File: config.mk
export PLATFORM = sky130hd
export DESIGN_NAME = sbsi_slab_div
export DESIGN_NICKNAME = d
export VERILOG_FILES = /design/src/hw/rtl/segment_box_slab_intersection_macros.svh /design/src/hw/rtl/sbsi_pkg.sv /design/src/hw/rtl/sbsi_slab_div.sv
export SDC_FILE = /design/constraint.sdc
export NUM_CORES = 2
export LEC_CHECK = 0
export BUFFER_PORTS_ARGS = -buffer_cell sky130_fd_sc_hd__buf_2
export CAP_MARGIN = 20
export CORE_ASPECT_RATIO = 1.5
export CORE_MARGIN = 4
export CORE_UTILIZATION = 55
export DETAILED_ROUTE_END_ITERATION = 16
export PLACE_DENSITY = 0.71
export RECOVER_POWER = 100
export SLEW_MARGIN = 10
export SYNTH_ARGS = -nofsm -noshare
export SYNTH_HDL_FRONTEND = slang
export SYNTH_SLANG_ARGS = --single-unit
export TNS_END_PERCENT = 20
File: constraint.sdc
create_clock -name clk -period 8.25 [get_ports clk]
set_input_delay 2.0625 -clock clk [delete_from_list [all_inputs] [get_ports clk]]
set_output_delay 2.0625 -clock clk [all_outputs]
set_load 0.01 [all_outputs]
File: src/hw/rtl/segment_box_slab_intersection_macros.svh
// ----------------------------------------------------------------------------
// Segment/box slab intersection - assertion macros
// Concurrent assertion wrappers, compiled out when ASSERT_OFF is defined.
// ----------------------------------------------------------------------------
`ifndef SEGMENT_BOX_SLAB_INTERSECTION_MACROS_SVH
`define SEGMENT_BOX_SLAB_INTERSECTION_MACROS_SVH

`ifndef ASSERT_OFF

// Plain property, checked at every rising edge outside of reset.
`define SBSI_ASSERT_PROP(label, clk, rst_n, prop, msg) \
  label: assert property (@(posedge clk) disable iff (!rst_n) (prop)) else $error(msg);

// Same-cycle implication.
`define SBSI_ASSERT_IMPLY(label, clk, rst_n, ante, cons, msg) \
  `SBSI_ASSERT_PROP(label, clk, rst_n, (ante) |-> (cons), msg)

`else

`define SBSI_ASSERT_PROP(label, clk, rst_n, prop, msg)

`define SBSI_ASSERT_IMPLY(label, clk, rst_n, ante, cons, msg)

`endif

`endif

File: src/hw/rtl/sbsi_pkg.sv
// ----------------------------------------------------------------------------
// Segment/box slab intersection - shared package
// Default widths, register indexes and the normal magnitude table.
// ----------------------------------------------------------------------------
package sbsi_pkg;

  localparam int COORD_WIDTH_DEF = 32;
  localparam int FRAC_BITS_DEF   = 16;
  localparam int NUM_AXES        = 3;
  localparam int TOL_WIDTH       = 16;
  localparam int NORM_WIDTH      = 16;
  localparam int CFG_INDEX_WIDTH = 3;

  localparam logic [CFG_INDEX_WIDTH-1:0] REG_BOX_LOW_X  = 3'd0;
  localparam logic [CFG_INDEX_WIDTH-1:0] REG_BOX_LOW_Y  = 3'd1;
  localparam logic [CFG_INDEX_WIDTH-1:0] REG_BOX_LOW_Z  = 3'd2;
  localparam logic [CFG_INDEX_WIDTH-1:0] REG_BOX_HIGH_X = 3'd3;
  localparam logic [CFG_INDEX_WIDTH-1:0] REG_BOX_HIGH_Y = 3'd4;
  localparam logic [CFG_INDEX_WIDTH-1:0] REG_BOX_HIGH_Z = 3'd5;
  localparam logic [CFG_INDEX_WIDTH-1:0] REG_TOLERANCE  = 3'd6;

  // Q1.14 component magnitude of a unit vector with k equal nonzero parts.
  function automatic logic signed [NORM_WIDTH-1:0] norm_unit(input logic [1:0] k);
    logic signed [NORM_WIDTH-1:0] u;
    case (k)
      2'd1:    u = 16'sd16384;
      2'd2:    u = 16'sd11585;
      2'd3:    u = 16'sd9459;
      default: u = '0;
    endcase
    return u;
  endfunction

endpackage

File: src/hw/rtl/sbsi_slab_div.sv
// ----------------------------------------------------------------------------
// Segment/box slab intersection - pipelined slab divider
// Saturating magnitude divide, one quotient bit per stage, sign at the end.
// ----------------------------------------------------------------------------
module sbsi_slab_div #(
  parameter int W = 33,
  parameter int F = 16
) (
  input  logic                clk,
  input  logic [W-1:0]        num_mag,
  input  logic [W-1:0]        den_mag,
  input  logic                neg,
  output logic signed [F+2:0] t_q
);
  import sbsi_pkg::*;

  logic [W-1:0] un_r, ud_r;
  logic         neg_r;

  logic [W-1:0] rem_r [F+1];
  logic [W-1:0] den_r [F+1];
  logic [F:0]   quo_r [F+1];
  logic         sat_r [F+1];
  logic         sgn_r [F+1];
  logic signed [F+2:0] t_r;

  logic         sat0, q0;
  logic [W-1:0] rem0;

  always_ff @(posedge clk) begin
    un_r  <= num_mag;
    ud_r  <= den_mag;
    neg_r <= neg;
  end

  // Integer bit: the quotient is below two unless it saturates.
  always_comb begin
    sat0 = {1'b0, un_r} >= {ud_r, 1'b0};
    q0   = un_r >= ud_r;
    rem0 = q0 ? (un_r - ud_r) : un_r;
  end

  always_ff @(posedge clk) begin
    rem_r[0] <= rem0;
    den_r[0] <= ud_r;
    quo_r[0] <= (F+1)'(q0);
    sat_r[0] <= sat0;
    sgn_r[0] <= neg_r;
  end

  for (genvar j = 1; j <= F; j++) begin : g_frac
    logic [W:0] r2, diff;
    logic       ge;
    always_comb begin
      r2   = {rem_r[j-1], 1'b0};
      diff = r2 - {1'b0, den_r[j-1]};
      ge   = r2 >= {1'b0, den_r[j-1]};
    end
    always_ff @(posedge clk) begin
      rem_r[j] <= ge ? diff[W-1:0] : r2[W-1:0];
      den_r[j] <= den_r[j-1];
      quo_r[j] <= {quo_r[j-1][F-1:0], ge};
      sat_r[j] <= sat_r[j-1];
      sgn_r[j] <= sgn_r[j-1];
    end
  end

  logic [F+1:0]        tmag;
  logic signed [F+2:0] tpos;

  always_comb begin
    tmag = sat_r[F] ? {1'b1, {(F+1){1'b0}}} : {1'b0, quo_r[F]};
    tpos = $signed({1'b0, tmag});
  end

  always_ff @(posedge clk) begin
    t_r <= sgn_r[F] ? -tpos : tpos;
  end

  assign t_q = t_r;

endmodule

==> results by group <==
Layout
  • # fillers: 9,872
  • Layout Nets: ~7,600
  • Final instance area: 69,500 µm²
  • Area delta synth->final: 10.1%
  • Fin cells: 8,618
  • Share of cells above drive strength 1: around 7.7%
  • Layout Utilization: 60.8%

Placement
  • Post-DP HPWL: approximately 130 mm
  • Post-Place Setup Slack: between 3 and 4 ns
  • Dpl cells: 8,381
  • Routability congestion estimate: between 0.9 and 1
  • Port Buffers: 86
  • Post-place instance area: 65,200 µm²

Logic synthesis
  • Post-synth top area share: between 40% and 50%
  • Mapped Cells: 6,884
  • Synth cell count leaders: dfxtp_1, inv_1, ha_1
  • Ranking of synthesized cells by area: dfxtp_1, ha_1, a21oi_1
  • Largest area contributor in the netlist: dfxtp_1
  • Synth Area in XOR/XNOR: 6.21%
  • Synth Register Bits: ~1,300
  • Simple-Gate Fraction of Synth Area: between 10% and 20%
  • Main combinational cell family by area after synthesis: compound AO/OA/AOI/OAI gates
  • Top FF cell, synth: dfxtp_1
  • Syn. warnings: 0
  • Async SR Flop Fraction: 0%
  • Count leader, synth: dfxtp_1
  • Count of cell types in the netlist: 85
  • Cell area after synthesis: between 60,000 and 70,000 µm²
  • Fraction of the mapped netlist area in adder cells: around 12%
  • Post-Syn Area per Cell: 9.17 µm²
  • Multiplexer area fraction after synthesis: 4.03%
  • Mapped Nets: approximately 7,600
  • Number of synthesized flops with an enable pin: 0
  • Sequential area share after synthesis: between 40% and 50%
  • Compound-Gate Fraction of Synth Area: a little under a fifth

Critical path
  • Worst Setup End Kind: register
  • Data arrival, critical path: 6.74 ns
  • Worst-path maximum fanout: 62
  • Setup CP Type: reg2reg
  • Startpoint Class: register
  • CP max stage delay: 1.84 ns
  • CP delay by family, top: buffers and inverters
  • Critical Path, Cell by Cell: inv_1 -> ha_1 -> nor2b_1 -> o21ai_0 -> a21boi_0 -> o21ai_0 -> a211oi_1 -> nor3_1 -> nor3_1 -> nor2_4 -> clkbuf_1 -> inv_1 -> a31o_2
  • Worst EP required: 8.87 ns
  • Worst Path Buf+Inv: 3
  • CP max stage cell: clkbuf_1

Timing
  • Clock Skew: 0.0519 ns
  • Period utilization: 74.2%
  • Final Hold Viols: 0
  • Final setup fails: 0
  • Max-slew headroom: -83.1%
  • Max Clock Freq: 163 MHz
  • Final min period: ~6.1 ns
  • RSZ-0062 raised after global routing: no
  • Measured slew at the worst slew-check pin: about 2.7 ns
  • Setup ws final: 2.13 ns
  • Final Slew Violations: ~520
  • Post-Route Setup TNS: 0 ns

Power and ir drop
  • Leak Pwr: roughly 32 nW
  • Peak supply drop: 252 µV
  • Cell Pwr Density: 452 nW/µm²

Clock tree
  • Post-CTS Setup Bufs: 0
  • CTS sink cnt: 1,329
  • CTS Buf Count: 121
  • Root buf cell: clkbuf_16
  • Quantity of gates resized following cts: 0
  • TritonCTS clock tree: built
  • CTS max path bufs: 3
  • Clock Latency Late Sink: 0.77 ns
  • # hold bufs at CTS: 0
  • Register clock-pin slew on the reported worst setup and hold paths: 0.07 ns
  • H-tree depth: 3

Routing
  • Post-Route WL: 162 mm
  • DRC violations left: 0
  • Post-route ant nets: 0
  • Drt wl/cell: about 19 µm
  • Drt first pass iters: 7
  • Routed vias: 48,100
  • DR iter-0 viols: 1,554
  • Post-DR vias/cell: 5.58

Run status
  • Failing checks: capacitance limit, slew limit
  • Status: complete, but fails checks

Floorplanning
  • CORE AREA: 114,000 µm²
  • Initial Utilization: 55.3%
  • Die Y: 423 µm
  • FP Rows: 152
  • Die area: roughly 120,000 µm²
  • Ports: 87
  • Die Span X: 285 µm

Hold path
  • Min-delay worst type: reg2reg

Global routing
  • Total track usage: 26.4%
  • Vias in the first global route: 50,900
  • GRT overflow: 0
  • Largest net degree at the start of global routing: approximately 70
  • First-pass GRT wire length: 253 mm
  • Initial antenna violation count: 1

Job
  • Max-cap violations: 11
-- power by group --
part / switching (mW) / total, mW / internal [mW]
Clock: 2.55 / 6.15 / 3.60
Sequential: 1.01 / 9.50 / 8.49
Combinational: 9.05 / 15.8 / 6.73
-- cell type report --
class | count | area [µm²] | share of cell area (%)
multi-input combinational | 4669 | 33200 | 47.7
sequential | 1329 | 26600 | 38.3
clock buffer | 167 | 3510 | 5.05
inverter | 724 | 2720 | 3.91
tap | 1540 | 1930 | 2.77
clock inverter | 62 | 955 | 1.37
timing repair buffer | 121 | 599 | 0.862
antenna | 6 | 15.0 | 0.0216
-- registers in the layout (all words and copies together), names as in the netlist --
name / flops
rem_r: 528
t_q: 19
sat_r: 17
un_r: 33
quo_r: 153
ud_r: 33
sgn_r: 17
den_r: 528
neg_r: 1
-- cell families (layout without fill, tap and decap cells) --
group / count (synthesis) / count (layout)
compound gates: 1854 / 1854
xor+xnor: 448 / 448
fa+ha+maj: 609 / 609
buf+inv: 886 / 1074
flops: 1329 / 1329
mux: 228 / 228
other cells: 0 / 6
simple gates: 1530 / 1530
-- stage by stage --
stage               hold slack, ns  power, mW
floorplan                    0.310       21.2
global placement             0.310       25.0
CTS                          0.325       31.6
global route                 0.331       33.7
finish                       0.323       31.4
detailed placement           0.312       25.3
-- final timing paths --
check | startpoint | to | slack [ns] | cells past startpoint
min reg2reg | quo_r[0][234] | quo_r[0][252] | 0.32 | 0
min | quo_r[0][234] | quo_r[0][252] | 0.32 | 0
max reg2reg | den_r[0][233] | rem_r[0][294] | 2.13 | 13
max | den_r[0][233] | rem_r[0][294] | 2.13 | 13
-- cell usage in the layout (no fill, tap or decap), drive strengths merged, types with 88 or more instances in the layout --
cell type and n:
dfxtp 1329, xor2 170, o21ai 425, nor3 101, nand3 104, a21o 289
a21oi 581, o21a 88, ha 593, inv 730, nor2 394, xnor2 278
nand2 455, nand4 92, mux2 212, nor2b 88, clkbuf 205
-- per-layer routing --
metal | GRT usage [%] | routed length [µm] | up-vias
met2 | 56.3 | 93200 | 984
met3 | 2.60 | 3620 | 636
met5 | 0 | 0 | -
met4 | 25.8 | 18700 | 0
met1 | 18.7 | 46200 | 22400
li1 | - | - | 24100
No activity file was read; power rests on OpenSTA's default activity.
