<file path="src/hw/rtl/segment_box_slab_intersection_macros.svh">
// ----------------------------------------------------------------------------
// Segment/box slab intersection - assertion macros
// Concurrent assertion wrappers, compiled out when ASSERT_OFF is defined.
// ----------------------------------------------------------------------------
`ifndef SEGMENT_BOX_SLAB_INTERSECTION_MACROS_SVH
`define SEGMENT_BOX_SLAB_INTERSECTION_MACROS_SVH

`ifndef ASSERT_OFF

// Plain property, checked at every rising edge outside of reset.
`define SBSI_ASSERT_PROP(label, clk, rst_n, prop, msg) \
  label: assert property (@(posedge clk) disable iff (!rst_n) (prop)) else $error(msg);

// Same-cycle implication.
`define SBSI_ASSERT_IMPLY(label, clk, rst_n, ante, cons, msg) \
  `SBSI_ASSERT_PROP(label, clk, rst_n, (ante) |-> (cons), msg)

`else

`define SBSI_ASSERT_PROP(label, clk, rst_n, prop, msg)

`define SBSI_ASSERT_IMPLY(label, clk, rst_n, ante, cons, msg)

`endif

`endif

</file>
<file path="src/hw/rtl/sbsi_pkg.sv">
// ----------------------------------------------------------------------------
// Segment/box slab intersection - shared package
// Default widths, register indexes and the normal magnitude table.
// ----------------------------------------------------------------------------
package sbsi_pkg;

  localparam int COORD_WIDTH_DEF = 32;
  localparam int FRAC_BITS_DEF   = 16;
  localparam int NUM_AXES        = 3;
  localparam int TOL_WIDTH       = 16;
  localparam int NORM_WIDTH      = 16;
  localparam int CFG_INDEX_WIDTH = 3;

  localparam logic [CFG_INDEX_WIDTH-1:0] REG_BOX_LOW_X  = 3'd0;
  localparam logic [CFG_INDEX_WIDTH-1:0] REG_BOX_LOW_Y  = 3'd1;
  localparam logic [CFG_INDEX_WIDTH-1:0] REG_BOX_LOW_Z  = 3'd2;
  localparam logic [CFG_INDEX_WIDTH-1:0] REG_BOX_HIGH_X = 3'd3;
  localparam logic [CFG_INDEX_WIDTH-1:0] REG_BOX_HIGH_Y = 3'd4;
  localparam logic [CFG_INDEX_WIDTH-1:0] REG_BOX_HIGH_Z = 3'd5;
  localparam logic [CFG_INDEX_WIDTH-1:0] REG_TOLERANCE  = 3'd6;

  // Q1.14 component magnitude of a unit vector with k equal nonzero parts.
  function automatic logic signed [NORM_WIDTH-1:0] norm_unit(input logic [1:0] k);
    logic signed [NORM_WIDTH-1:0] u;
    case (k)
      2'd1:    u = 16'sd16384;
      2'd2:    u = 16'sd11585;
      2'd3:    u = 16'sd9459;
      default: u = '0;
    endcase
    return u;
  endfunction

endpackage

</file>
<file path="src/hw/rtl/sbsi_cfg_regs.sv">
// ----------------------------------------------------------------------------
// Segment/box slab intersection - configuration registers
// Box bounds and tolerance, written through the cfg channel.
// ----------------------------------------------------------------------------
module sbsi_cfg_regs #(
  parameter int COORD_WIDTH = sbsi_pkg::COORD_WIDTH_DEF,
  parameter int FRAC_BITS   = sbsi_pkg::FRAC_BITS_DEF
) (
  input  logic                                       clk,
  input  logic                                       rst_n,
  input  logic                                       wr_en,
  input  logic [sbsi_pkg::CFG_INDEX_WIDTH-1:0]       wr_index,
  input  logic [COORD_WIDTH-1:0]                     wr_data,
  output logic signed [COORD_WIDTH-1:0]              box_lo [sbsi_pkg::NUM_AXES],
  output logic signed [COORD_WIDTH-1:0]              box_hi [sbsi_pkg::NUM_AXES],
  output logic [sbsi_pkg::TOL_WIDTH-1:0]             tol
);
  import sbsi_pkg::*;

  localparam logic signed [COORD_WIDTH-1:0] ONE_FX = COORD_WIDTH'(1) << FRAC_BITS;

  logic signed [COORD_WIDTH-1:0] box_lo_r [NUM_AXES];
  logic signed [COORD_WIDTH-1:0] box_hi_r [NUM_AXES];
  logic [TOL_WIDTH-1:0]          tol_r;

  always_ff @(posedge clk) begin
    if (!rst_n) begin
      for (int i = 0; i < NUM_AXES; i++) begin
        box_lo_r[i] <= -ONE_FX;
        box_hi_r[i] <= ONE_FX;
      end
      tol_r <= TOL_WIDTH'(1);
    end else if (wr_en) begin
      case (wr_index)
        REG_BOX_LOW_X:  box_lo_r[0] <= wr_data;
        REG_BOX_LOW_Y:  box_lo_r[1] <= wr_data;
        REG_BOX_LOW_Z:  box_lo_r[2] <= wr_data;
        REG_BOX_HIGH_X: box_hi_r[0] <= wr_data;
        REG_BOX_HIGH_Y: box_hi_r[1] <= wr_data;
        REG_BOX_HIGH_Z: box_hi_r[2] <= wr_data;
        REG_TOLERANCE:  tol_r       <= wr_data[TOL_WIDTH-1:0];
        default: begin
        end
      endcase
    end
  end

  assign box_lo = box_lo_r;
  assign box_hi = box_hi_r;
  assign tol    = tol_r;

endmodule

</file>
<file path="config.mk">
export PLATFORM = sky130hd
export DESIGN_NAME = sbsi_cfg_regs
export DESIGN_NICKNAME = d
export VERILOG_FILES = /design/src/hw/rtl/segment_box_slab_intersection_macros.svh /design/src/hw/rtl/sbsi_pkg.sv /design/src/hw/rtl/sbsi_cfg_regs.sv
export SDC_FILE = /design/constraint.sdc
export NUM_CORES = 1
export LEC_CHECK = 0
export ABC_AREA = 1
export BUFFER_PORTS_ARGS = -buffer_cell sky130_fd_sc_hd__buf_4
export CELL_PAD_IN_SITES_DETAIL_PLACEMENT = 0
export CELL_PAD_IN_SITES_GLOBAL_PLACEMENT = 2
export CORE_UTILIZATION = 27
export DETAILED_ROUTE_END_ITERATION = 7
export PLACE_DENSITY = 0.83
export SYNTH_ARGS = -nofsm -noshare
export SYNTH_HDL_FRONTEND = slang
export SYNTH_SLANG_ARGS = --single-unit
</file>
<file path="constraint.sdc">
create_clock -name clk -period 1.5 [get_ports clk]
set_input_delay 0.15 -clock clk [delete_from_list [all_inputs] [get_ports clk]]
set_output_delay 0.15 -clock clk [all_outputs]
set_load 0.01 [all_outputs]
</file>
==> results.cfg, run 1 <==
[outcome]
status = finished clean

[sta]
tns_ns = 0
finalCritPeriodShare = 0.800
setup_violations = 0
tightest_slew_ns = 0.450
hold_viol = 0
fin_hold_ws_ns = 0.113
max_slew_margin = 0.700
finalCriticalPeriod_ns = 1.20
finClkSkew_ns = 0
clock.fmax_mhz = 833
rsz0062_at_grt = no
final.setup.worst_slack_ns = 0.300
maxSlewViolCount = 0

[clock_tree]
clk_latency_ns = 0.51
cts_buffers = 25
cts_htree_levels = 1
cts_tree = done
cts_max_path_buffers = 3
cts_sinks = 208
cts_root_buf = clkbuf_16
clkSlewWorstSetupHoldPaths_ns = 0.06
postCtsResizedCells = 0

[synth]
async_flop_share = 0
synth_edf_count = 0
synth_common_cells = nor2_1 (318), nand2_1 (264), dfxtp_1 (208), nand3_1 (208)
syn_nets = 1160
synth.yosys.seq_area_share = 0.524
yosys_most_used_dff = dfxtp_1
avgSynthCellArea_sq_um = 7.08
synth_most_common_cell = nor2_1
synth_top_area_frac = 0.524
synthTopCellsByArea = dfxtp_1 (52%), nor2_1 (15%), nand3_1 (13%), nand2_1 (12%), buf_2 (2.1%)
yosysUniqueCellTypes = 14
synth_warnings = 0
synth_cells = 1122
synth_area_sq_um = 7950
yosysTopAreaCell = dfxtp_1
ys_ff_latch = 208

[route]
wl_per_cell_microns = 16.3
detail_route.vias_per_cell = 4.45
drt_iter0_drc = 491
routed_wl_microns = 28800
drtPass1Iterations = 5
final_antenna_net_count = 0
num_vias = 7856
remaining_drc_errors = 0

[worst_hold_path]
holdCritStartpoint = wr_index[0]
min_path_type = in2reg
holdPathEnd = box_hi[80]$_SDFFE_PN1P_
holdPathStages = 4

[die]
fp.dieH_microns = 174
initial_core_util = 0.275
coreArea_sq_um = 28900
dieArea_sq_um = 30100
ios = 246
die_x_microns = 174
row_count = 62

[grt]
antenna_found_initial = 0
grt_usage = 0.188
grt_pass1_vias = 7349
grt_pass1_wl_microns = 44500
grt_max_degree = 56
grt-ovfl-total = 0

[power_and_ir_drop]
peakVddDrop_mv = 0.871
leakage_uw = 0.00534
power_density_nw_per_um2 = 1220

[setup_path]
cp-start-kind = flip-flop
r2r_end = tol[0]$_SDFFE_PN1P_
crit_arrival_ns = 1.05
path_buf_inv = 1
rr_worst_depth = 2
reg2reg_from = tol[0]$_SDFFE_PN1P_
cp_top_family = flip-flops
path_class = reg2out
cpMaxStageDelayCell = dfxtp_1
reg2reg_slack_ns = 0.88
max_stage_delay_ns = 0.40
required_ns = 1.35
cp-end-kind = output port
worst-path-max-fanout = 2
path_cells = buf_4

[job]
drv_cap = 0

[place]
port_buffers = 245
hpwlAfterDp_microns = 19800
gp_congestion = 0.789
dp_worst_setup_slack_ns = 0.243

[final_layout]
n_fill_cell = 3092
num_antenna_cells = 0
area_growth_pct = 43.9
drive_above_1_share = 0.240
final_nets = 1404
==> per-stage QoR <==
stage | util | instances | area, sq um | total power [uW]
after detailed placement | 0.359 | 1705 | 10400 | 7420
final | 0.396 | 1766 | 11400 | 13900
after global placement | 0.359 | 1705 | 10400 | 7410
after CTS | 0.396 | 1766 | 11400 | 14100
after floorplan | - | 1122 | 7950 | 6670
after global routing | 0.396 | 1766 | 11400 | 14500
==> report_power, final <==
part | switching (uW) | internal [uW]
registers | 120 | 5720
logic | 874 | 610
clock network | 2380 | 4220
total | 3380 | 10500
==> cell families after synthesis <==
group                  after synthesis  share of synthesized area
AO/OA/AOI/OAI                        4                    0.00252
buffers and inverters              114                     0.0616
flip-flops                         208                      0.524
AND/OR/NAND/NOR                    796                      0.412
==> flip-flops by register name, indices dropped and copies added, names as in the netlist <==
name,cells
tol,16
box_hi,96
box_lo,96
==> cells in the final DEF, fill, tap and decap left out, drive strengths merged <==
cell and n:
nor2 323, clkinv 5, clkinvlp 1, inv 37
nand3 208, dfxtp 208, nand2 265, bufinv 6
o21ai 4, clkbuf 31, buf 276, dlygate4sd3 18
==> layer usage <==
| metal | global-route usage | routed length, microns | up-vias |
|---|---|---|---|
| li1 | - | - | 3995 |
| met1 | 0.274 | 14000 | 3567 |
| met2 | 0.277 | 12200 | 243 |
| met3 | 0.0353 | 1750 | 51 |
| met4 | 0.0616 | 892 | 0 |
| met5 | 0 | 0 | - |
==> cell type report <==
type	count	area [sq um]	share of cell area
flip-flops and latches	208	4160	0.364
clock buffers	31	678	0.0593
multi-input cells	800	3320	0.291
repair buffers	294	2430	0.213
well taps	384	480	0.0420
clock inverters	12	216	0.0189
inverters	37	139	0.0121
==> worst max path at each step <==
stage	from	end	cells after the start	slack (ns)
6_report	box_hi[79]$_SDFFE_PN0P_	box_hi[79]	1	0.30
2_1_floorplan	rst_n	box_lo[54]$_SDFFE_PN1P_	4	0.41
3_3_place_gp	wr_index[2]	box_hi[6]$_SDFFE_PN0P_	7	0.27
5_1_grt	box_hi[78]$_SDFFE_PN0P_	box_hi[78]	1	0.27
4_1_cts	box_hi[84]$_SDFFE_PN0P_	box_hi[84]	1	0.28
3_5_place_dp	wr_index[2]	box_hi[6]$_SDFFE_PN0P_	7	0.24
==> timing repair <==
| item | CTS | global route |
|---|---|---|
| hold buffers | 18 | 0 |
| hold endpoints to repair | 68 | 0 |
| setup buffers | 0 | 0 |
(Power assumes the default switching activity.)
==> run 2, diff against run 1 <==
clock period = 1.2 ns   (was 1.5 ns; I/O delays follow)
==> results.cfg, run 2 (synthesized netlist as in run 1, its figures left out) <==
[outcome]
status = finished clean

[grt]
grt_pass1_wl_microns = 43500
antenna_found_initial = 1
grt_max_degree = 59
grt-ovfl-total = 0
grt_usage = 0.185
grt_pass1_vias = 7192

[worst_hold_path]
holdPathStages = 4
holdCritStartpoint = wr_index[1]
holdPathEnd = box_hi[80]$_SDFFE_PN1P_
min_path_type = in2reg

[setup_path]
cp-end-kind = output port
cp_top_family = flip-flops
required_ns = 1.08
path_class = reg2out
r2r_end = box_lo[34]$_SDFFE_PN0P_
path_cells = buf_4
worstSetupStartpoint = box_lo[45]$_SDFFE_PN0P_
crit_arrival_ns = 1.04
path_buf_inv = 1
rr_worst_depth = 2
worst-path-max-fanout = 2
reg2reg_from = box_lo[34]$_SDFFE_PN0P_
reg2reg_slack_ns = 0.60
max_stage_delay_ns = 0.38
cp-start-kind = flip-flop
cpMaxStageDelayCell = dfxtp_1

[final_layout]
mostFrequentLayoutCell = nor2_1
final_cell_mix = nor2_1 (312), nand2_1 (264), buf_4 (255)
drive_above_1_share = 0.238
area_growth_pct = 43.5
final_nets = 1404
final_core_util = 0.395

[clock_tree]
cts_root_buf = clkbuf_16
cts_tree = done
cts_buffers = 25
cts_htree_levels = 1
clkSlewWorstSetupHoldPaths_ns = 0.06
cts_max_path_buffers = 3
clk_latency_ns = 0.51
cts_setup_buffers = 0
cts_sinks = 208

[die]
dieArea_sq_um = 30100
initial_core_util = 0.275
row_count = 62
die_x_microns = 174
coreArea_sq_um = 28900
fp.dieH_microns = 174
ios = 246

[route]
remaining_drc_errors = 0
num_vias = 7850
drtPass1Iterations = 5
routed_wl_microns = 28800
final_antenna_net_count = 0
wl_per_cell_microns = 16.3
drt_iter0_drc = 550
detail_route.vias_per_cell = 4.44

[sta]
final.setup.worst_slack_ns = 0.0417
finClkSkew_ns = 0
max_slew_margin = 0.715
tns_ns = 0
maxSlewViolCount = 0
finalCritPeriodShare = 0.965
finalCriticalPeriod_ns = 1.16
setup_violations = 0
clock.fmax_mhz = 863
tightest_slew_ns = 0.427
rsz0062_at_grt = no
hold_viol = 0

[power_and_ir_drop]
leakage_uw = 0.00532
p_total_uw = 16500
power_density_nw_per_um2 = 1440
peakVddDrop_mv = 0.786

[place]
gp_congestion = 0.764
dp_worst_setup_slack_ns = -0.00262
hpwlAfterDp_microns = 19700
port_buffers = 245

[job]
drv_cap = 0
[run 2: cell type report]
cell class	count	area [sq um]
diodes	1	2.50
clock buffers	38	734
clock inverters	5	53.8
fillers	3117	17500
inverters	37	139
multi-input cells	800	3320
flip-flops and latches	208	4170
well taps	384	480
repair buffers	294	2510
[run 2: worst max-delay path by stage]
stage	slack, ns	depth (start not counted)	to
after floorplan	0.14	4	box_lo[54]$_SDFFE_PN1P_
after global placement	0.04	6	tol[7]$_SDFFE_PN0P_
after detailed placement	-0.003	6	tol[0]$_SDFFE_PN1P_
after CTS	0.008	1	box_hi[73]
after global routing	0.002	1	box_lo[45]
final	0.04	1	box_lo[45]
[run 2: where the power goes]
| part | internal, uW | switching, uW |
|---|---|---|
| registers | 7160 | 152 |
| logic | 785 | 1090 |
| clock network | 4400 | 2880 |
[run 2: stage by stage]
stage	hold WS [ns]	std cells	instance area, sq um
after global placement	0.357	1705	10400
final	0.0858	1767	11400
after detailed placement	0.358	1705	10400
after CTS	0.0626	1766	11400
after global routing	0.120	1767	11400
after floorplan	0.233	1122	7950
[run 2: routing by layer]
layer  up-vias  wire length [microns]  share of wire  GRT usage
met3        42                   1630          0.057     0.0349
met5         -                      0              0          0
met1      3589                  13800           0.48      0.264
met4         0                    718          0.025     0.0575
li1       3998                      -              -          -
met2       221                  12600           0.44      0.279
[run 2: timing repair]
action / 4_1_cts / 5_1_grt
hold buffers: 18 / 0
endpoints found under the hold margin: 64 / 0
endpoints found under the setup margin: 0 / 2
gates resized for setup: 0 / 2
==> run 3, diff against run 2 <==
CAP_MARGIN = 20   (was default)
CORE_MARGIN = 3   (was default)
==> results.cfg, run 3 (synthesized netlist as in run 1, its figures left out) <==
[route]
dr_wl_met2_microns = 13100
dr_wl_met3_microns = 1840
wl_met1_microns = 13900
wl_per_cell_microns = 16.8
remaining_drc_errors = 0
num_vias = 7889
drt_iter0_drc = 661
routed_wl_microns = 29700
drtPass1Iterations = 5
detail_route.vias_per_cell = 4.46
final_antenna_net_count = 0
top_layer = met5

[die]
dieArea_sq_um = 31500
row_count = 62
coreArea_sq_um = 28900
initial_core_util = 0.275
die_x_microns = 178
ios = 246
fp.dieH_microns = 178

[clock_tree]
cts_sinks = 208
cts_root_buf = clkbuf_16
clk_latency_ns = 0.51
clkSlewWorstSetupHoldPaths_ns = 0.06
cts_max_path_buffers = 3
cts_htree_levels = 1
cts_buffers = 24
cts_tree = done
cts_setup_buffers = 0

[sta]
hold_viol = 0
max_slew_margin = 0.678
finalCriticalPeriod_ns = 1.16
rsz0062_at_grt = no
tns_ns = 0
clock.fmax_mhz = 863
setup_violations = 0
tightest_slew_ns = 0.482
finalCritPeriodShare = 0.966
maxSlewViolCount = 0
finClkSkew_ns = 0

[power_and_ir_drop]
p_int_uw = 12900
p_total_uw = 17100
seq_power_share = 0.427
peakVddDrop_mv = 0.790
leakage_uw = 0.00536
p_sw_uw = 4180
netSwitchingFraction = 0.244
pwr-share-comb = 0.110
power_density_nw_per_um2 = 1490
clkPwrFrac = 0.463

[setup_path]
cp_top_family = flip-flops
cp-end-kind = output port
reg2reg_from = tol[0]$_SDFFE_PN1P_
cp-start-kind = flip-flop
r2r_end = tol[0]$_SDFFE_PN1P_
path_class = reg2out
cpMaxStageDelayCell = dfxtp_1
required_ns = 1.08
path_buf_inv = 1
path_cells = buf_4
rr_worst_depth = 2
max_stage_delay_ns = 0.38
crit_arrival_ns = 1.04
worst-path-max-fanout = 2
reg2reg_slack_ns = 0.59

[final_layout]
area_growth_pct = 44.6
n_fill_cell = 3050
mostFrequentLayoutCell = nor2_1
drive_above_1_share = 0.244
final_nets = 1404
final_cell_mix = nor2_1 (312), nand2_1 (264), buf_4 (258)
num_antenna_cells = 0

[job]
drv_cap = 0

[place]
hpwlAfterDp_microns = 20400
port_buffers = 245
gp_congestion = 0.784

[worst_hold_path]
min_path_type = in2reg
holdPathEnd = box_hi[4]$_SDFFE_PN0P_
holdCritStartpoint = wr_data[4]
holdPathStages = 5

[grt]
grt_usage = 0.183
grt_max_degree = 60
grt-ovfl-total = 0
grt_pass1_vias = 7384
grt_pass1_wl_microns = 44900
antenna_found_initial = 1

[outcome]
status = finished clean
## run 3: cell count changes in the layout (fill, tap and decap cells not counted), moves of 2 or more
| cell | change |
|---|---|
| buf_12 | -2 |
| clkbuf_8 | +7 |
| clkbuf_1 | -5 |
| clkinv_2 | -2 |
| dfxtp_2 | +2 |
| dfxtp_1 | -2 |
| buf_4 | +3 |
## run 3: how the worst max path moves through the flow
stage,startpoint,to,slack (ns),depth (start not counted)
2_1_floorplan,rst_n,box_lo[54]$_SDFFE_PN1P_,0.14,4
3_3_place_gp,wr_index[1],box_lo[47]$_SDFFE_PN0P_,0.07,7
3_5_place_dp,wr_index[1],box_lo[45]$_SDFFE_PN0P_,0.05,7
4_1_cts,box_hi[63]$_SDFFE_PN0P_,box_hi[63],0.0008,1
5_1_grt,box_hi[77]$_SDFFE_PN0P_,box_hi[77],0.002,1
6_report,box_hi[74]$_SDFFE_PN0P_,box_hi[74],0.04,1
## run 3: worst min-delay path, cell delays in order
cell     delay (ns)
buf_4          0.08
inv_1          0.13
nand3_1        0.12
nand2_1        0.04
nor2_1         0.07
## run 3: cell type report
cell class,instances,area [sq um],share of cell area
Multi-Input combinational cell,800,3330,0.290
Sequential cell,208,4170,0.363
Clock inverter,4,72.6,0.00632
Timing Repair Buffer,295,2490,0.217
Clock buffer,40,812,0.0707
Inverter,37,139,0.0121
Tap cell,384,480,0.0418
## run 3: power by group through the flow
stage	Sequential, uW	Combinational (uW)	Clock [uW]
after floorplan	7530	807	0
after global placement	7460	1840	0
after detailed placement	7460	1860	0
after CTS	7310	1910	8140
after global routing	7330	2080	8460
final	7310	1890	7940
## run 3: repair_timing
item	in CTS	in global routing
hold buffers	18	0
endpoints found under the setup margin	1	3
gates resized for setup	1	3
pin swaps	0	0
endpoints found under the hold margin	68	0
## run 3: through the flow
step / instances / setup slack [ns] / hold WS [ns] / instance area [sq um] / utilization
after floorplan: 1122 / 0.145 / 0.233 / 7950 / -
after global placement: 1706 / 0.0747 / 0.364 / 10400 / 0.361
after detailed placement: 1706 / 0.0532 / 0.362 / 10400 / 0.361
after CTS: 1768 / 0.000759 / 0.0539 / 11500 / 0.398
after global routing: 1768 / 0.00217 / 0.0702 / 11500 / 0.398
final: 1768 / 0.0409 / 0.0685 / 11500 / 0.398
## run 3: per-layer routing
metal | vias up | GRT usage
met5 | - | 0
met4 | 2 | 0.0491
met3 | 42 | 0.0357
met2 | 236 | 0.282
met1 | 3615 | 0.261
li1 | 3994 | -
