===== config.mk =====
export PLATFORM = sky130hd
export DESIGN_NAME = sbsi_delay
export DESIGN_NICKNAME = d
export VERILOG_FILES = /design/src/hw/rtl/segment_box_slab_intersection_macros.svh /design/src/hw/rtl/sbsi_pkg.sv /design/src/hw/rtl/sbsi_delay.sv
export SDC_FILE = /design/constraint.sdc
export NUM_CORES = 1
export LEC_CHECK = 0
export ABC_AREA = 1
export BUFFER_PORTS_ARGS = -buffer_cell sky130_fd_sc_hd__buf_2
export CAP_MARGIN = 40
export CORE_AREA = 2 2 39 41
export CTS_CLUSTER_DIAMETER = 40
export CTS_CLUSTER_SIZE = 28
export DETAILED_ROUTE_END_ITERATION = 16
export DIE_AREA = 0 0 41 43
export HOLD_SLACK_MARGIN = 0.06
export PLACE_DENSITY = 0.49
export SYNTH_ARGS = -nofsm -noshare
export SYNTH_HDL_FRONTEND = slang
export SYNTH_SLANG_ARGS = --single-unit

===== constraint.sdc =====
create_clock -name clk -period 0.8 [get_ports clk]
set_input_delay 0.16 -clock clk [delete_from_list [all_inputs] [get_ports clk]]
set_output_delay 0.16 -clock clk [all_outputs]
set_load 0.05 [all_outputs]

===== src/hw/rtl/segment_box_slab_intersection_macros.svh =====
// ----------------------------------------------------------------------------
// Segment/box slab intersection - assertion macros
// Concurrent assertion wrappers, compiled out when ASSERT_OFF is defined.
// ----------------------------------------------------------------------------
`ifndef SEGMENT_BOX_SLAB_INTERSECTION_MACROS_SVH
`define SEGMENT_BOX_SLAB_INTERSECTION_MACROS_SVH

`ifndef ASSERT_OFF

// Plain property, checked at every rising edge outside of reset.
`define SBSI_ASSERT_PROP(label, clk, rst_n, prop, msg) \
  label: assert property (@(posedge clk) disable iff (!rst_n) (prop)) else $error(msg);

// Same-cycle implication.
`define SBSI_ASSERT_IMPLY(label, clk, rst_n, ante, cons, msg) \
  `SBSI_ASSERT_PROP(label, clk, rst_n, (ante) |-> (cons), msg)

`else

`define SBSI_ASSERT_PROP(label, clk, rst_n, prop, msg)

`define SBSI_ASSERT_IMPLY(label, clk, rst_n, ante, cons, msg)

`endif

`endif


===== src/hw/rtl/sbsi_pkg.sv =====
// ----------------------------------------------------------------------------
// Segment/box slab intersection - shared package
// Default widths, register indexes and the normal magnitude table.
// ----------------------------------------------------------------------------
package sbsi_pkg;

  localparam int COORD_WIDTH_DEF = 32;
  localparam int FRAC_BITS_DEF   = 16;
  localparam int NUM_AXES        = 3;
  localparam int TOL_WIDTH       = 16;
  localparam int NORM_WIDTH      = 16;
  localparam int CFG_INDEX_WIDTH = 3;

  localparam logic [CFG_INDEX_WIDTH-1:0] REG_BOX_LOW_X  = 3'd0;
  localparam logic [CFG_INDEX_WIDTH-1:0] REG_BOX_LOW_Y  = 3'd1;
  localparam logic [CFG_INDEX_WIDTH-1:0] REG_BOX_LOW_Z  = 3'd2;
  localparam logic [CFG_INDEX_WIDTH-1:0] REG_BOX_HIGH_X = 3'd3;
  localparam logic [CFG_INDEX_WIDTH-1:0] REG_BOX_HIGH_Y = 3'd4;
  localparam logic [CFG_INDEX_WIDTH-1:0] REG_BOX_HIGH_Z = 3'd5;
  localparam logic [CFG_INDEX_WIDTH-1:0] REG_TOLERANCE  = 3'd6;

  // Q1.14 component magnitude of a unit vector with k equal nonzero parts.
  function automatic logic signed [NORM_WIDTH-1:0] norm_unit(input logic [1:0] k);
    logic signed [NORM_WIDTH-1:0] u;
    case (k)
      2'd1:    u = 16'sd16384;
      2'd2:    u = 16'sd11585;
      2'd3:    u = 16'sd9459;
      default: u = '0;
    endcase
    return u;
  endfunction

endpackage


===== src/hw/rtl/sbsi_delay.sv =====
// ----------------------------------------------------------------------------
// Segment/box slab intersection - payload delay line
// Fixed-depth shift line that keeps side data aligned with the pipeline.
// ----------------------------------------------------------------------------
module sbsi_delay #(
  parameter int WIDTH = 8,
  parameter int DEPTH = 2
) (
  input  logic             clk,
  input  logic [WIDTH-1:0] din,
  output logic [WIDTH-1:0] dout
);
  import sbsi_pkg::*;

  logic [WIDTH-1:0] tap_r [DEPTH];

  always_ff @(posedge clk) begin
    tap_r[0] <= din;
    for (int i = 1; i < DEPTH; i++) begin
      tap_r[i] <= tap_r[i-1];
    end
  end

  assign dout = tap_r[DEPTH-1];

endmodule


==> reports/qor.csv, run 1 <==
stage;metric;value;unit
sta;WHS;0.331;ns
yosys;Mapped Nets;33;
sta;fin crit share;1.15;
power;Peak VDD IR;0.965;mV
setup_path;Critical Path AT;0.76;ns
yosys;ys flop type;dfxtp_1;
sta;Layout Skew;0.00152;ns
placement;Port Buffers;16;
clock_tree;CTS buffer count;3;
die;IO Pins;17;
clock_tree;CTS H-tree depth;1;
drt;drt pass-1 iters;4;
clock_tree;Num Clock Sinks;16;
cells_and_area;max FFs per register;16;
setup_path;Critical Path Start;tap_r[0][10];
worst_hold_path;Hold Path Class;reg2reg;
sta;RSZ-0062 raised after global routing;yes;
setup_path;Critical Path Sink Type;primary output;
clock_tree;Clock Tree Buf Depth;2;
global_route;largest net degree at the start of global routing;10;
setup_path;startpoint types;register;
clock_tree;number of post-CTS setup repair buffers;0;
die;effective utilization at floorplan;0.275;
yosys;sequential fraction of the synthesis area;0.842;
sta;Final Hold Fails;0;
yosys;ranking of synthesized cells by area;dfxtp_1 84%, buf_4 16%;
yosys;Post-synth top cells;16 x dfxtp_1, 8 x buf_4;
placement;Place WS;0.0928;ns
drt;DRC viols;0;
setup_path;Max FO, Critical Path;1;
clock_tree;TritonCTS clock tree;yes;
drt;vias;210;
yosys;distinct cell type count after synthesis;2;
sta;Period minus WS final;0.921;ns
sta;Max Slew Vio Count;0;
setup_path;Crit path max-delay family;flip-flops;
run_status;failing checks;setup timing;
cells_and_area;Layout Utilization;0.448;
die;CORE AREA;1380;um^2
clock_tree;CTS clock-pin slew for the worst setup and hold paths;0.08;ns
die;die footprint;1760;um^2
power;Leak;0.000278;uW
cells_and_area;Most flops, register;tap_r;
die;DIE WIDTH;41;um
sta;worst setup margin;-0.121;ns
power;pwr dens;2500;nW/um^2
drt;Initial DRC Count;2;
cells_and_area;multi-input gates;0;
setup_path;Reg2Reg Launch Point;tap_r[0][6];
sta;highest clock rate;1090;MHz
setup_path;CP cell instances;buf_8;
run_status;status;finished, violations left;
sta;Slew @ Worst Pin;0.107;ns
cells_and_area;multi-input combinational cell area;0;um^2
setup_path;Crit path largest cell delay;0.34;ns
sta;setup TNS;-0.931;ns
yosys;most frequent cell after synthesis;dfxtp_1;
die;std cell rows;14;
yosys;fraction of registers with async set/reset;0;
yosys;leading area contributor after synthesis;dfxtp_1;
drt;post-route ant nets;0;
cells_and_area;share of layout cells above drive strength 1;0.636;
yosys;Post-Synthesis Cells;24;
global_route;Total GRT Usage;0.0907;
yosys;Synth Warn #;0;
die;Die H;43;um
global_route;initial antenna violation count;0;
drt;WL/cell;9.35;um
placement;Placer Congestion;0.503;
worst_hold_path;min-delay src;tap_r[0][7];
cells_and_area;Final nets;54;
cells_and_area;Regs by FF count;tap_r: 16 flops;
yosys;Cell Area, Synth;380;um^2
yosys;share of the synthesized area in the top cell type;0.842;
setup_path;worst path required time;0.64;ns
global_route;vias in the first global route;225;
sta;Slew headroom;0.929;
clock_tree;CTS root buffer;clkbuf_4;
drt;DR vias/cell;3.50;
cells_and_area;# diodes;0;
yosys;Post-synth EDFFs;0;
sta;Finish-stage setup viols;8;
setup_path;Slowest-stage cell, CP;dfxtp_2;
setup_path;WP buf/inv;1;
global_route;final global-route overflow total;0;
cells_and_area;area grow syn2layout;62.8;%
setup_path;Critical Setup Path Class;reg2out;
run;max cap viols;0;
power;total power;1550;uW
yosys;#FFs+latches synth;16;
global_route;global-route wire length before repair;917;um
yosys;syn avg cell area;15.8;um^2
clock_tree;clk_lat worst skew;0.28;ns
drt;final WL;561;um
-- cell usage in the layout (no fill, tap or decap) --
cell	instances
buf_2	8
buf_6	2
buf_8	6
clkbuf_4	3
clkbuf_8	1
dfxtp_1	8
dfxtp_2	8
dlygate4sd3_1	8
-- cells by family after synthesis --
group / share of synthesized area
flops: 0.842
buf+inv: 0.158
-- metrics by stage --
stage / cells / cell area (um^2)
after floorplan: 24 / 380
after global placement: 48 / 420
after detailed placement: 48 / 420
after CTS: 60 / 601
after global routing: 60 / 619
final: 60 / 619
-- worst paths after layout --
kind	end	slack, ns	depth (start not counted)
worst max-delay path	dout[2]	-0.12	1
worst min-delay path	tap_r[0][15]	0.33	0
worst max register to register	tap_r[0][14]	0.38	0
worst min register to register	tap_r[0][15]	0.33	0
-- power by group --
part           internal, uW  switching, uW  total (uW)
combinational          90.6           91.9         183
clock                   277            230         507
sequential              843           17.3         860
-- repair_timing --
action                                  in CTS  in global routing
hold buffers                                 8                  0
resized for setup                           25                  5
hold endpoints to repair                     8                  0
endpoints found under the setup margin       8                  8
-- area by class of cell --
| type | instances | area (um^2) |
|---|---|---|
| well taps | 16 | 20.0 |
| fillers | 119 | 764 |
| clock buffers | 4 | 36.3 |
| repair buffers | 24 | 233 |
| flip-flops and latches | 16 | 330 |
-- metal layers --
layer	vias to the layer above	routed length [um]	GRT usage
li1	104	-	-
met1	95	166	0.0845
met2	7	335	0.125
met3	4	23	0.0314
met4	0	36	0.120
met5	-	0	0
(Power assumes the default switching activity.)
==> run 2: changes to the inputs <==
- CELL_PAD_IN_SITES_DETAIL_PLACEMENT: not set -> 1
- CELL_PAD_IN_SITES_GLOBAL_PLACEMENT: not set -> 1
- GPL_TIMING_DRIVEN: not set -> 0
- PLACE_DENSITY: 0.49 -> 0.6
==> run 2 against run 1 <==
The flow still finishes with violations (setup timing). Utilization shrank 0.45 points. Die area is the same. Worst hold slack lost 0.0069 ns. Sequential cell count is the same. Global-route usage is essentially flat. Cell area shrank 1.0%. Power shrank 8.3%. Clock skew grew 0.0039 ns. Via count shrank 3.8%. Critical endpoint is now dout[1]. Worst setup slack gained 0.015 ns.
==> reports/qor.csv, run 2 (synthesized netlist as in run 1, its figures left out) <==
stage;metric;value;unit
global_route;vias in the first global route;205;
die;Die H;43;um
die;effective utilization at floorplan;0.275;
sta;Period minus WS final;0.906;ns
setup_path;Crit path max-delay family;flip-flops;
global_route;global-route wire length before repair;979;um
sta;worst setup margin;-0.106;ns
power;Pint;1110;uW
sta;Layout Skew;0.00545;ns
sta;Final Hold Fails;0;
run_status;status;finished, violations left;
cells_and_area;Most flops, register;tap_r;
setup_path;CP cell instances;buf_8;
setup_path;Slowest-stage cell, CP;dfxtp_2;
setup_path;Critical Path AT;0.75;ns
die;std cell rows;14;
sta;Slew headroom;0.946;
cells_and_area;area grow syn2layout;61.2;%
die;IO Pins;17;
cells_and_area;multi-input combinational cell area;0;um^2
worst_hold_path;Hold Path Class;reg2reg;
clock_tree;number of post-CTS setup repair buffers;0;
clock_tree;CTS H-tree depth;1;
setup_path;WP buf/inv;1;
power;pwr dens;2320;nW/um^2
drt;Initial DRC Count;1;
placement;Post-DP Area;480;um^2
cells_and_area;share of layout cells above drive strength 1;0.628;
die;CORE AREA;1380;um^2
drt;vias;202;
clock_tree;clk_lat worst skew;0.26;ns
sta;fin crit share;1.13;
clock_tree;CTS root buffer;clkbuf_4;
run;max cap viols;0;
drt;drt pass-1 iters;2;
cells_and_area;max FFs per register;16;
setup_path;Critical Setup Path Class;reg2out;
power;Peak VDD IR;0.984;mV
drt;final WL;528;um
clock_tree;Clock Tree Buf Depth;2;
global_route;Total GRT Usage;0.0903;
cells_and_area;# diodes;0;
drt;post-route ant nets;0;
power;Leak;0.000273;uW
clock_tree;Num Clock Sinks;16;
drt;WL/cell;8.95;um
cells_and_area;multi-input gates;0;
die;DIE WIDTH;41;um
global_route;largest net degree at the start of global routing;9;
power;Logic pwr share;0.131;
sta;RSZ-0062 raised after global routing;yes;
sta;Slew @ Worst Pin;0.0814;ns
placement;Port Buffers;16;
drt;DR vias/cell;3.42;
drt;DRC viols;0;
sta;Finish-stage setup viols;8;
power;total power;1420;uW
cells_and_area;commonest non-fill, non-tap cells in the layout;8 x dlygate4sd3_1, 8 x buf_2, 8 x buf_8, 8 x dfxtp_1, 8 x dfxtp_2;
setup_path;Crit path largest cell delay;0.34;ns
power;Psw;310;uW
clock_tree;TritonCTS clock tree;yes;
power;sw frac;0.218;
cells_and_area;design area;613;um^2
global_route;final global-route overflow total;0;
cells_and_area;Regs by FF count;tap_r: 16 flops;
power;Sequential Power Share;0.606;
clock_tree;CTS clock-pin slew for the worst setup and hold paths;0.08;ns
sta;Max Slew Vio Count;0;
sta;WHS;0.324;ns
clock_tree;CTS buffer count;3;
setup_path;startpoint types;register;
sta;highest clock rate;1100;MHz
placement;Placer Congestion;0.530;
power;Clock power frac;0.263;
setup_path;worst path required time;0.64;ns
setup_path;Max FO, Critical Path;1;
cells_and_area;Final nets;54;
global_route;initial antenna violation count;0;
die;die footprint;1760;um^2
setup_path;Critical Path Sink Type;primary output;
run_status;failing checks;setup timing;
run 2: power by group through the flow:
| stage | Clock [uW] | Sequential [uW] | Combinational [uW] |
|---|---|---|---|
| 2_1_floorplan | 0 | 864 | 107 |
| 3_3_place_gp | 0 | 865 | 141 |
| 3_5_place_dp | 0 | 869 | 144 |
| 4_1_cts | 385 | 862 | 188 |
| 5_1_grt | 424 | 867 | 197 |
| 6_report | 374 | 861 | 186 |
run 2: repair_timing:
item	4_1_cts	5_1_grt
gates resized for setup	32	0
endpoints found under the setup margin	8	8
hold buffers	8	0
hold endpoints to repair	8	0
run 2: per-stage QoR:
step / util / setup slack [ns] / cells / setup TNS, ns
after floorplan: - / 0.175 / 24 / 0
after global placement: 0.347 / 0.0215 / 56 / 0
after detailed placement: 0.347 / -0.0158 / 56 / -0.0158
after CTS: 0.443 / -0.111 / 59 / -0.848
after global routing: 0.443 / -0.143 / 59 / -1.06
final: 0.443 / -0.106 / 59 / -0.778
run 2: path summary, 6_finish.rpt:
path,startpoint,endpoint,slack [ns],cells after the start
worst max-delay path,tap_r[0][9],dout[1],-0.11,1
worst min-delay path,tap_r[0][7],tap_r[0][15],0.32,0
worst max register to register,tap_r[0][1],tap_r[0][9],0.38,0
worst min register to register,tap_r[0][7],tap_r[0][15],0.32,0
run 2: metal layers:
layer  global-route usage  up-vias  part of all wire
met5                    0        -                 0
met4               0.0600        0                 0
met3               0.0471        0             0.028
met2                0.125        5              0.59
met1                0.103       95              0.38
li1                     -      102                 -
run 2: area by class of cell:
type,count,area (um^2)
timing repair buffer,24,240
clock buffer,3,22.5
tap,16,20.0
sequential,16,330
fill,139,771
==> run 3: changes to the inputs <==
- CORE_AREA: 2 2 39 41 -> not set
- CORE_UTILIZATION: not set -> 28
- DIE_AREA: 0 0 41 43 -> not set
- PLACE_DENSITY: 0.6 -> 0.62
- clock period: 0.8 -> 0.83 ns (I/O delays scaled with it)
==> run 3 against run 2 <==
The flow still finishes with violations (setup timing). Power increased by 5.1%. Final cell count decreased by 1.7%. Global-route usage increased by 0.46 points. Utilization increased by 8.3 points. Critical path depth unchanged. Critical path type unchanged. Critical endpoint is now dout[2]. Largest cell class unchanged. Largest power group unchanged.
==> reports/qor.csv, run 3 (synthesized netlist as in run 1, its figures left out) <==
stage;metric;value;unit
sta;Slew headroom;0.942;
setup_path;R2R Path End;tap_r[0][8];
drt;final WL;549;um
cells_and_area;multi-input combinational cell area;0;um^2
die;std cell rows;12;
cells_and_area;# diodes;0;
power;Leak;0.000280;uW
sta;Layout Skew;0.00199;ns
clock_tree;CTS root buffer;clkbuf_4;
power;total power;1490;uW
drt;DRC viols;0;
die;CORE AREA;1190;um^2
power;Psw;324;uW
power;Peak VDD IR;1.16;mV
power;Clock power frac;0.324;
sta;Final Hold Fails;0;
setup_path;Slowest-stage cell, CP;dfxtp_2;
cells_and_area;design area;624;um^2
sta;Period minus WS final;0.931;ns
power;Logic pwr share;0.121;
worst_hold_path;Hold Path Stages;0;
die;IO Pins;17;
run_status;failing checks;setup timing;
clock_tree;clk_lat worst skew;0.27;ns
cells_and_area;Most flops, register;tap_r;
sta;highest clock rate;1070;MHz
global_route;initial antenna violation count;0;
cells_and_area;Regs by FF count;tap_r: 16 flops;
sta;WHS;0.327;ns
global_route;final global-route overflow total;0;
run;max cap viols;0;
clock_tree;CTS buffer count;3;
setup_path;Critical Path AT;0.76;ns
placement;Port Buffers;16;
cells_and_area;Layout Utilization;0.526;
worst_hold_path;worst hold path endpoint;tap_r[0][14];
drt;post-route ant nets;0;
drt;Initial DRC Count;1;
worst_hold_path;Hold Path Class;reg2reg;
sta;worst setup margin;-0.101;ns
clock_tree;CTS H-tree depth;1;
cells_and_area;multi-input gates;0;
placement;Place WS;0.0107;ns
cells_and_area;area grow syn2layout;64.1;%
run_status;status;finished, violations left;
cells_and_area;fillcell total;117;
drt;vias;205;
clock_tree;TritonCTS clock tree;yes;
setup_path;startpoint types;register;
clock_tree;number of post-CTS setup repair buffers;0;
die;Die H;38.9;um
setup_path;Reg2Reg Launch Point;tap_r[0][0];
drt;WL/cell;9.47;um
setup_path;Critical Path Sink Type;primary output;
placement;Placer Congestion;0.647;
setup_path;Critical Setup Path Class;reg2out;
worst_hold_path;min-delay src;tap_r[0][6];
sta;Max Slew Vio Count;0;
die;effective utilization at floorplan;0.321;
global_route;largest net degree at the start of global routing;10;
global_route;global-route wire length before repair;897;um
cells_and_area;share of layout cells above drive strength 1;0.636;
sta;fin crit share;1.12;
setup_path;worst path required time;0.66;ns
setup_path;Max FO, Critical Path;1;
setup_path;WP buf/inv;1;
cells_and_area;max FFs per register;16;
drt;drt pass-1 iters;2;
clock_tree;CTS clock-pin slew for the worst setup and hold paths;0.09;ns
power;pwr dens;2390;nW/um^2
setup_path;CP cell instances;buf_8;
sta;Finish-stage setup viols;8;
clock_tree;Clock Tree Buf Depth;2;
sta;RSZ-0062 raised after global routing;yes;
power;Sequential Power Share;0.555;
cells_and_area;commonest non-fill, non-tap cells in the layout;8 x dlygate4sd3_1, 8 x buf_2, 8 x buf_8, 8 x dfxtp_1, 8 x dfxtp_2;
global_route;Total GRT Usage;0.0949;
clock_tree;Num Clock Sinks;16;
die;DIE WIDTH;38.9;um
global_route;vias in the first global route;248;
setup_path;Crit path max-delay family;flip-flops;
cells_and_area;Final nets;54;
setup_path;flop-to-flop setup slack;0.43;ns
die;die footprint;1510;um^2
sta;Slew @ Worst Pin;0.0872;ns
power;sw frac;0.217;
placement;Post-DP Area;478;um^2
setup_path;reg2reg path depth;0;
setup_path;Crit path largest cell delay;0.35;ns
drt;DR vias/cell;3.53;
power;Pint;1170;uW
[run 3: cell types whose count changed in the layout (fill, tap and decap cells not counted), sizes merged]
cell,before,now
clkbuf,3,4
[run 3: area by class of cell]
class	instances	area, um^2	area share
sequential	16	330	0.529
timing repair buffer	24	240	0.385
clock buffer	4	36.3	0.0581
tap	14	17.5	0.0281
[run 3: what timing repair did]
action                                 CTS  global route
endpoints found under the hold margin    8             0
gates resized for setup                 32             0
setup endpoints to repair                8             8
hold buffers                             8             0
[run 3: worst max-delay path by stage]
stage               to          from  slack, ns  depth (start not counted)
6_report       dout[2]  tap_r[0][10]      -0.10                          1
5_1_grt        dout[2]  tap_r[0][10]      -0.14                          1
3_5_place_dp   dout[1]   tap_r[0][9]       0.01                          2
2_1_floorplan  dout[0]   tap_r[0][8]       0.20                          1
4_1_cts        dout[1]   tap_r[0][9]      -0.11                          1
3_3_place_gp   dout[6]  tap_r[0][14]       0.04                          2
[run 3: per-stage QoR]
stage | cells | setup TNS [ns]
after global placement | 54 | 0
final | 58 | -0.711
after CTS | 58 | -0.819
after detailed placement | 54 | 0
after global routing | 58 | -0.988
after floorplan | 24 | 0
[run 3: layer usage]
metal | track usage | vias up | share of wire
met2 | 0.188 | 10 | 0.60
met4 | 0.0776 | 0 | 0
met5 | 0 | - | 0
met3 | 0.0173 | 0 | 0.033
met1 | 0.0769 | 91 | 0.36
li1 | - | 104 | -
[run 3: power by group through the flow]
stage                     registers [uW]  logic (uW)  clock network (uW)
after floorplan                      833         104                   0
after global placement               834         136                   0
after detailed placement             837         138                   0
after CTS                            832         180                 498
after global routing                 835         187                 536
final                                830         180                 484
